**config.mk**
```make
export PLATFORM = sky130hd
export DESIGN_NAME = tcm_out_fifo
export DESIGN_NICKNAME = d
export VERILOG_FILES = /design/src/hdl/assert_macros.svh /design/src/hdl/tcm_pkg.sv /design/src/hdl/tcm_out_fifo.sv
export SDC_FILE = /design/constraint.sdc
export NUM_CORES = 1
export LEC_CHECK = 0
export BUFFER_PORTS_ARGS = -buffer_cell sky130_fd_sc_hd__buf_4
export CAP_MARGIN = 5
export CORE_MARGIN = 2
export CORE_UTILIZATION = 30
export CTS_CLUSTER_SIZE = 28
export DETAILED_ROUTE_END_ITERATION = 12
export GPL_TIMING_DRIVEN = 0
export PLACE_DENSITY = 0.47
export SYNTH_ARGS = -nofsm -noshare
export SYNTH_HDL_FRONTEND = slang
export SYNTH_SLANG_ARGS = --single-unit
```
**constraint.sdc**
```tcl
create_clock -name clk -period 6.2 [get_ports clk]
set_input_delay 0.62 -clock clk [delete_from_list [all_inputs] [get_ports clk]]
set_output_delay 0.62 -clock clk [all_outputs]
set_load 0.005 [all_outputs]
```
**src/hdl/assert_macros.svh**
```systemverilog
// Assertion macros shared by the tone curve mapper RTL.
// No dependencies; include where concurrent checks are written.
`ifndef ASSERT_MACROS_SVH
`define ASSERT_MACROS_SVH

// Condition holds at every clock edge outside reset.
`define ASSERT_ALWAYS(label, clk, rst, cond, msg) \
  label: assert property (@(posedge clk) disable iff (rst) (cond)) else $error(msg);

// Antecedent implies consequent in the same cycle.
`define ASSERT_IMPLIES(label, clk, rst, ante, cons, msg) \
  label: assert property (@(posedge clk) disable iff (rst) (ante) |-> (cons)) else $error(msg);

// Antecedent implies consequent in the following cycle.
`define ASSERT_NEXT(label, clk, rst, ante, cons, msg) \
  label: assert property (@(posedge clk) disable iff (rst) (ante) |=> (cons)) else $error(msg);

`endif

```
**src/hdl/tcm_pkg.sv**
```systemverilog
// Package for the tone curve mapper: field widths, curve ids, opcodes,
// rounding constants and the request and result structs. No dependencies.
package tcm_pkg;

  localparam int FRAC_BITS = 16;
  localparam int IN_W      = 18;
  localparam int OUT_W     = 17;
  localparam int ENTRY_W   = 8;
  localparam int SEL_W     = 3;
  localparam int IDX_W     = 8;
  localparam int BLEND_W   = FRAC_BITS + ENTRY_W;
  localparam int MAP_LAT   = 4;
  localparam int FIFO_DEPTH = 16;

  localparam logic [FRAC_BITS:0] ONE_Q      = {1'b1, {FRAC_BITS{1'b0}}};
  localparam logic [BLEND_W-1:0] ROUND_BIAS = BLEND_W'(127);

  // floor(x / 255) as (x * RECIP_MUL) >> RECIP_SHIFT, exact for x below 2^24
  localparam int RECIP_SHIFT = 33;
  localparam int RECIP_W     = 26;
  localparam logic [RECIP_W-1:0] RECIP_MUL =
    RECIP_W'((64'd1 << RECIP_SHIFT) / 64'd255 + 64'd1);

  localparam logic OP_LOAD  = 1'b0;
  localparam logic OP_PIXEL = 1'b1;

  localparam logic [SEL_W-1:0] TBL_OVERALL = 3'd0;
  localparam logic [SEL_W-1:0] TBL_RED     = 3'd1;
  localparam logic [SEL_W-1:0] TBL_GREEN   = 3'd2;
  localparam logic [SEL_W-1:0] TBL_BLUE    = 3'd3;
  localparam logic [SEL_W-1:0] TBL_ALPHA   = 3'd4;

  typedef struct packed {
    logic               en;
    logic [SEL_W-1:0]   sel;
    logic [IDX_W-1:0]   idx;
    logic [ENTRY_W-1:0] data;
  } load_req_t;

  typedef struct packed {
    logic [OUT_W-1:0] red;
    logic [OUT_W-1:0] green;
    logic [OUT_W-1:0] blue;
    logic [OUT_W-1:0] alpha;
    logic             last;
  } pix_res_t;

endpackage

```
**src/hdl/tcm_out_fifo.sv**
```systemverilog
// Merge stage: queues the four lane results and the last flag, with a
// registered output. Uses tcm_pkg.
module tcm_out_fifo (
  input  logic              clk,
  input  logic              rst,
  input  logic              wr_en,
  input  tcm_pkg::pix_res_t wr_data,
  output logic              rd_valid,
  input  logic              rd_ready,
  output tcm_pkg::pix_res_t rd_data
);
  import tcm_pkg::*;

  localparam int PW = $clog2(FIFO_DEPTH);
  localparam int CW = $clog2(FIFO_DEPTH + 1);

  pix_res_t      mem [FIFO_DEPTH];
  logic [PW-1:0] rd_ptr;
  logic [PW-1:0] wr_ptr;
  logic [CW-1:0] count;
  logic          load_out;
  logic          take_q;
  logic          bypass;
  logic          push;

  always_comb begin
    load_out = !rd_valid || rd_ready;
    take_q   = load_out && (count != '0);
    bypass   = load_out && (count == '0) && wr_en;
    push     = wr_en && !bypass;
  end

  always_ff @(posedge clk) begin
    if (rst) begin
      rd_valid <= 1'b0;
      rd_ptr   <= '0;
      wr_ptr   <= '0;
      count    <= '0;
    end else begin
      if (load_out) begin
        rd_valid <= (count != '0) || wr_en;
      end
      if (push) begin
        wr_ptr <= wr_ptr + 1'b1;
      end
      if (take_q) begin
        rd_ptr <= rd_ptr + 1'b1;
      end
      if (push && !take_q) begin
        count <= count + 1'b1;
      end else if (take_q && !push) begin
        count <= count - 1'b1;
      end
    end
  end

  always_ff @(posedge clk) begin
    if (push) begin
      mem[wr_ptr] <= wr_data;
    end
    if (take_q) begin
      rd_data <= mem[rd_ptr];
    end else if (bypass) begin
      rd_data <= wr_data;
    end
  end

endmodule
```
==> impl_metrics.csv, run 1 <==
group,metric,value,unit
outcome,status,"completed",
drt,wl,114000,um
critical_path,slowest_stage,"nor4_1",
power_and_ir_drop,peakVddDrop,0.228,mV
critical_path,worst-setup-path-type,"reg -> reg",
grt,grt_usage,15.0,%
critical_path,cpPeakStageDelay,950,ps
synthesis,synth-seq-cells,1191,
finish,syn_to_final_growth,19.6,%
critical_path,cp.arrival,4040,ps
synthesis,synth_area,45000,um^2
timing,fin_ws,2620,ps
clock_tree,clk_path_buf_depth,3,
floorplanning,design.core.area,149000,um^2
finish,nets,2364,
worst_hold_path,hold_path_class,"in -> reg",
clock_tree,cts_tree,"done",
floorplanning,ioPinCount,143,
critical_path,crit_buf_inv,2,
critical_path,cp_top_family,"buffers and inverters",
timing,setup_violations,0,
critical_path,crit_path_cell_trace,"nor4_1 > a21oi_1 > clkbuf_1 > buf_1 > a21oi_1",
critical_path,critPathMaxFanout,10,
drt,num_vias,21218,
clock_tree,cts_sinks,1191,
synthesis,synth_flop_cell,"edfxtp_1",
synthesis,synth_edf_count,1173,
grt,antenna_found_initial,8,
timing,hold_viol_final,0,
placed_design,dp_hpwl,74600,um
clock_tree,path_clk_slew,60,ps
synthesis,ys_seq_area_share,79.1,%
grt,grt_pass1_wl,164000,um
timing,fin_crit,3580,ps
clock_tree,clkLatencyLatePin,740,ps
synthesis,yosysWarnings,0,
grt,grt_pass1_vias,23112,
timing,slew_headroom,11.9,%
clock_tree,numCtsBuffers,120,
clock_tree,h-tree-depth,3,
synthesis,async_reset_ff_share,0,%
drt,ant_nets,0,
synthesis,synth_fp_nets,2039,
synthesis,synth_largest_area_cell,"edfxtp_1",
critical_path,end_kind,"flop",
synthesis,synth_top_cell_area_share,78.3,%
timing,max_freq,279,MHz
synthesis,syn-instance-count,1957,
finish,fin_util,36.0,%
floorplanning,die_w,391,um
timing,fin_skew,25.0,ps
synthesis,avgSynthCellArea,23.0,um^2
clock_tree,cts_setup_buffers,0,
grt,grt_max_degree,26,
drt,dr.pass1.iters,7,
placed_design,port_buffers,141,
critical_path,start_kind,"flop",
synthesis,synth_cell_types,39,
power_and_ir_drop,power_density,392,nW/um^2
clock_tree,cts_resized,0,
clock_tree,ctsHoldBuffers,0,
clock_tree,cts_root_buffer,"clkbuf_16",
timing,rsz0062_at_grt,"no",
placed_design,pre_cts_slack,2510,ps
floorplanning,die_height,391,um
finish,drive_gt1_share,33.5,%
power_and_ir_drop,p_leak,0.0164,uW
critical_path,cp_data_required_time,6650,ps
floorplanning,die_area,153000,um^2
synthesis,ys_top_cells_by_area,"edfxtp_1, mux4_2, o22ai_1",
drt,drtIter0Drc,1704,
timing,final-max-slew-violation-count,0,
placed_design,gp_congestion,0.751,
drt,drcViolationCount,0,
placed_design,placed_cells,4176,
finish,instances_no_fill,4400,
drt,wl_per_cell,26.0,um
drt,detail_route.vias_per_cell,4.82,
floorplanning,start_util,30.1,%
job,maxCapViolCount,0,
floorplanning,num_rows,142,
grt,overflow,0,
timing,period_share,57.8,%
critical_path,cpMostUsedCell,"a21oi_1",
timing,tightestPinTransition,1320,ps
-- synthesized netlist by cell type, types with 2 or more instances --
| master | instances |
|---|---|
| nor2_1 | 24 |
| clkbuf_1 | 49 |
| nand2_1 | 4 |
| mux4_2 | 276 |
| buf_1 | 14 |
| dfxtp_1 | 18 |
| nand4b_1 | 2 |
| o22ai_1 | 138 |
| buf_4 | 17 |
| a211oi_1 | 2 |
| ha_1 | 8 |
| nand3_1 | 5 |
| inv_1 | 5 |
| a21oi_1 | 76 |
| mux2i_1 | 2 |
| buf_2 | 33 |
| xor2_1 | 4 |
| edfxtp_1 | 1173 |
| nand2b_1 | 4 |
| mux2_2 | 69 |
| xnor2_1 | 4 |
| buf_6 | 2 |
| o211ai_1 | 2 |
| a21o_1 | 2 |
| nor3_1 | 10 |
-- kinds of logic after synthesis --
| group | count (synthesis) | share of synthesized area, % |
|---|---|---|
| xor gates and xnor gates | 8 | 0.156 |
| muxes | 347 | 15.6 |
| AOI/OAI and AO/OA | 227 | 3.01 |
| buffers and inverters | 120 | 1.27 |
| and+or+nand+nor | 55 | 0.590 |
| adders and majority gates | 9 | 0.267 |
| DFF | 1191 | 79.1 |
-- routing by layer --
| metal | up-vias | GRT usage (%) | share of wire [%] |
|---|---|---|---|
| met5 | - | 0 | 0.020 |
| li1 | 9063 | - | - |
| met2 | 523 | 26.4 | 51 |
| met4 | 4 | 4.24 | 2.1 |
| met1 | 11473 | 19.0 | 42 |
| met3 | 155 | 2.40 | 4.4 |
-- through the flow --
step	hold WS (ps)	total power, uW	cell area (um^2)	setup TNS (ps)
floorplan	490	12200	45000	0
global placement	524	14300	48600	-3009370
detailed placement	521	14500	50000	0
CTS	131	21500	53800	0
global route	168	22000	53800	0
finish	198	21100	53800	0
-- power by group --
part / switching, uW / total, uW / internal (uW)
clock: 3060 / 6920 / 3860
sequential: 178 / 9830 / 9660
combinational: 2680 / 4350 / 1670
total: 5920 / 21100 / 15200
-- final cells by class --
type                            instances  area, um^2
Sequential cell                      1191       35600
Clock inverter                         82         632
Multi-Input combinational cell        646        8960
Tap cell                             2016        2520
Timing Repair Buffer                  203        2400
Antenna cell                            2        5.00
Clock buffer                          140        3100
Buffer                                115         552
Inverter                                5        18.8
Fill cell                           13666       95600
-- state kept, by name, summed over array words and instances, names as in the netlist, named ones only --
name,flops
mem,1104
rd_data,69
count,5
rd_ptr,4
wr_ptr,4
rd_valid,1
-- final timing paths --
check / to / start / cells past startpoint / slack, ps
worst max-delay path: rd_data[18] / count[1] / 5 / 2620
worst max register to register: rd_data[18] / count[1] / 5 / 2620
worst min register to register: rd_ptr[3] / rd_ptr[3] / 2 / 530
worst min-delay path: mem[15][59] / wr_data[59] / 1 / 200
-- worst reg2reg max path: stages (launching register included) --
cell	delay (ps)
dfxtp_1	360
nor4_1	950
a21oi_1	340
clkbuf_1	630
buf_1	500
a21oi_1	530
-- cell usage in the layout, fill, tap and decap left out, types with 5 or more instances in the layout --
master,netlist,routed
buf_12,0,38
nor3_1,10,6
buf_1,14,14
mux4_2,276,276
nor2_1,24,11
a21oi_1,76,76
clkbuf_1,49,68
dfxtp_1,18,18
clkbuf_16,0,121
buf_2,33,33
bufinv_16,0,7
buf_16,0,18
inv_6,0,5
edfxtp_1,1173,1173
buf_4,17,158
nand3_1,5,5
mux2_2,69,69
buf_8,0,6
clkinvlp_4,0,8
inv_1,5,5
nor2_4,0,13
ha_1,8,8
o22ai_1,138,138
clkinv_2,0,35
clkinv_1,0,24
No activity file was read; power rests on OpenSTA's default activity.
==> run 2, diff against run 1 <==
- ABC_AREA: not set -> 1
- PLACE_DENSITY: 0.47 -> 0.45
- clock period: 6.2 -> 3.7 ns (I/O delays scaled with it)
==> impl_metrics.csv, run 2 <==
group,metric,value,unit
outcome,status,"completed",
clock_tree,clkLatencyLatePin,770,ps
floorplanning,num_rows,146,
drt,wl_per_cell,23.0,um
floorplanning,ioPinCount,143,
power_and_ir_drop,peakVddDrop,0.854,mV
synthesis,ys_top_cells_by_count,"nand2_1, edfxtp_1, nand3_1, buf_2, clkbuf_1",
timing,finalSetupTns,0,ps
critical_path,start_kind,"flop",
power_and_ir_drop,p_int,27200,uW
clock_tree,clk_path_buf_depth,3,
finish,nets,4562,
clock_tree,cts_tree,"done",
placed_design,pre_cts_slack,252,ps
finish,fillCellCount,15404,
timing,setup_violations,0,
worst_hold_path,hold_path_class,"in -> reg",
clock_tree,h-tree-depth,4,
drt,wl,153000,um
placed_design,port_buffers,142,
critical_path,cp.arrival,3880,ps
finish,final_common_cell,"nand2_1",
finish,largest_registers,"mem x1104, rd_data x69, count x5",
timing,fin_crit,3350,ps
finish,instances_no_fill,6670,
job,maxCapViolCount,0,
grt,grt_pass1_vias,30839,
critical_path,crit_path_cell_trace,"buf_2 > clkinv_1 > clkbuf_1 > clkbuf_1 > nand2_1 > nand2_1 > nand2_1 > nand2_1",
timing,holdWs,176,ps
grt,grt_pass1_wl,219000,um
finish,mostFrequentLayoutCells,"nand2_1, edfxtp_1, nand3_1, buf_4, clkbuf_16",
floorplanning,design.core.area,158000,um^2
critical_path,critPathMaxFanout,10,
power_and_ir_drop,power_switching,14700,uW
critical_path,cpPeakStageDelay,660,ps
synthesis,async_reset_ff_share,0,%
timing,hold_viol_final,0,
floorplanning,start_util,30.2,%
timing,tightestPinTransition,1360,ps
grt,grt_usage,18.7,%
power_and_ir_drop,finalPower,41900,uW
drt,ant_nets,0,
worst_hold_path,hp-start,"rd_ready",
timing,max_freq,298,MHz
timing,rsz0062_at_grt,"no",
synthesis,synth_largest_area_cell,"edfxtp_1",
drt,detail_route.vias_per_cell,4.75,
drt,drcViolationCount,0,
grt,grt_max_degree,27,
timing,final-max-slew-violation-count,0,
synthesis,yosysMostFrequentCell,"nand2_1",
grt,antenna_found_initial,6,
synthesis,ys_seq_area_share,74.4,%
power_and_ir_drop,p_leak,0.0216,uW
finish,syn_to_final_growth,22.3,%
synthesis,synth_cell_types,23,
floorplanning,die_height,403,um
synthesis,yosysWarnings,0,
clock_tree,path_clk_slew,60,ps
clock_tree,cts_setup_buffers,0,
finish,top_register,"mem",
floorplanning,die_area,163000,um^2
finish,drive_gt1_share,12.9,%
synthesis,synth_fp_nets,4129,
synthesis,synth-seq-cells,1191,
synthesis,ys_top_cells_by_area,"edfxtp_1, nand2_1, nand3_1",
synthesis,synth_area,47800,um^2
critical_path,cp_data_required_time,4230,ps
critical_path,cpMostUsedCell,"nand2_1",
placed_design,gp_congestion,0.753,
floorplanning,die_w,403,um
grt,overflow,0,
clock_tree,cts_sinks,1191,
clock_tree,cts_root_buffer,"clkbuf_16",
critical_path,worst-setup-path-type,"reg -> reg",
timing,slew_headroom,9.46,%
critical_path,slowest_stage,"clkinv_1",
power_and_ir_drop,power_density,716,nW/um^2
clock_tree,numCtsBuffers,139,
synthesis,synth_flop_cell,"edfxtp_1",
synthesis,synth_top_cell_area_share,73.7,%
critical_path,crit_buf_inv,4,
placed_design,placed_cells,6339,
finish,largest_register_ffs,1104,
critical_path,cp_top_family,"buffers and inverters",
synthesis,synth_edf_count,1173,
synthesis,syn-instance-count,4047,
placed_design,dp_hpwl,102000,um
synthesis,avgSynthCellArea,11.8,um^2
power_and_ir_drop,clockPowerShare,31.5,%
timing,period_share,90.6,%
timing,fin_ws,347,ps
power_and_ir_drop,seqPwrFrac,39.0,%
power_and_ir_drop,switching_share,35.0,%
drt,drtIter0Drc,2700,
drt,num_vias,31676,
drt,dr.pass1.iters,5,
critical_path,end_kind,"flop",
timing,fin_skew,22.5,ps
power_and_ir_drop,pwr-share-comb,29.5,%
-- run 2: changes by cell type after synthesis, sizes merged, moves of 16 or more --
| cell | delta |
|---|---|
| o22ai | -138 |
| buf | +129 |
| mux2 | -69 |
| nand2 | +1678 |
| nand3 | +834 |
| mux4 | -276 |
| inv | +16 |
| a21oi | -64 |
-- run 2: logic make-up after synthesis --
logic type / share of synthesized area (%)
buf+inv: 2.78
flops: 74.4
fa+ha+maj: 0.251
xor+xnor: 0.0550
compound gates: 0.209
simple gates: 22.3
-- run 2: power groups by stage --
stage               combinational (uW)  sequential (uW)  clock [uW]
finish                           12400            16300       13200
global route                     13700            16400       14000
CTS                              12600            16300       13500
detailed placement               12500            16600           0
global placement                 12200            16700           0
floorplan                         6830            16700           0
-- run 2: final timing paths --
| kind | depth (start not counted) | slack (ps) | to |
|---|---|---|---|
| max reg2reg | 8 | 350 | rd_data[56] |
| min | 8 | 180 | count[4] |
| max | 8 | 350 | rd_data[56] |
| min reg2reg | 2 | 490 | count[4] |
-- run 2: repair_timing --
action,in CTS,in global routing
endpoints found under the hold margin,1142,0
hold buffers,72,0
resized for setup,0,0
-- run 2: worst register-to-register path, stage by stage (launching register included) --
cell and delay (ps):
dfxtp_1 300, buf_2 490, clkinv_1 670, clkbuf_1 640, clkbuf_1 540, nand2_1 270
nand2_1 80, nand2_1 70, nand2_1 60
-- run 2: cell type report --
class,count,area (um^2),share of cell area (%)
tap,2072,2590,4.43
multi-input combinational,2589,11100,18.9
clock buffer,176,3690,6.31
timing repair buffer,292,3550,6.07
inverter,22,82.6,0.141
antenna,4,10.0,0.0171
clock inverter,79,639,1.09
buffer,245,1240,2.13
sequential,1191,35600,60.9
-- run 2: per-layer routing --
layer / wire length (um) / share of wire (%) / vias up / GRT usage, %
met2: 71900 / 47 / 903 / 30.1
met5: 22 / 0.014 / - / 0
met3: 9100 / 5.9 / 203 / 3.26
met1: 68600 / 45 / 15544 / 25.8
met4: 3610 / 2.4 / 4 / 5.39
li1: - / - / 15022 / -
-- run 2: metrics by stage --
step | util (%) | instance area [um^2]
after CTS | 36.9 | 58500
after detailed placement | 33.7 | 53400
after global placement | 32.6 | 51600
final | 36.9 | 58500
after floorplan | - | 47900
after global routing | 36.9 | 58500
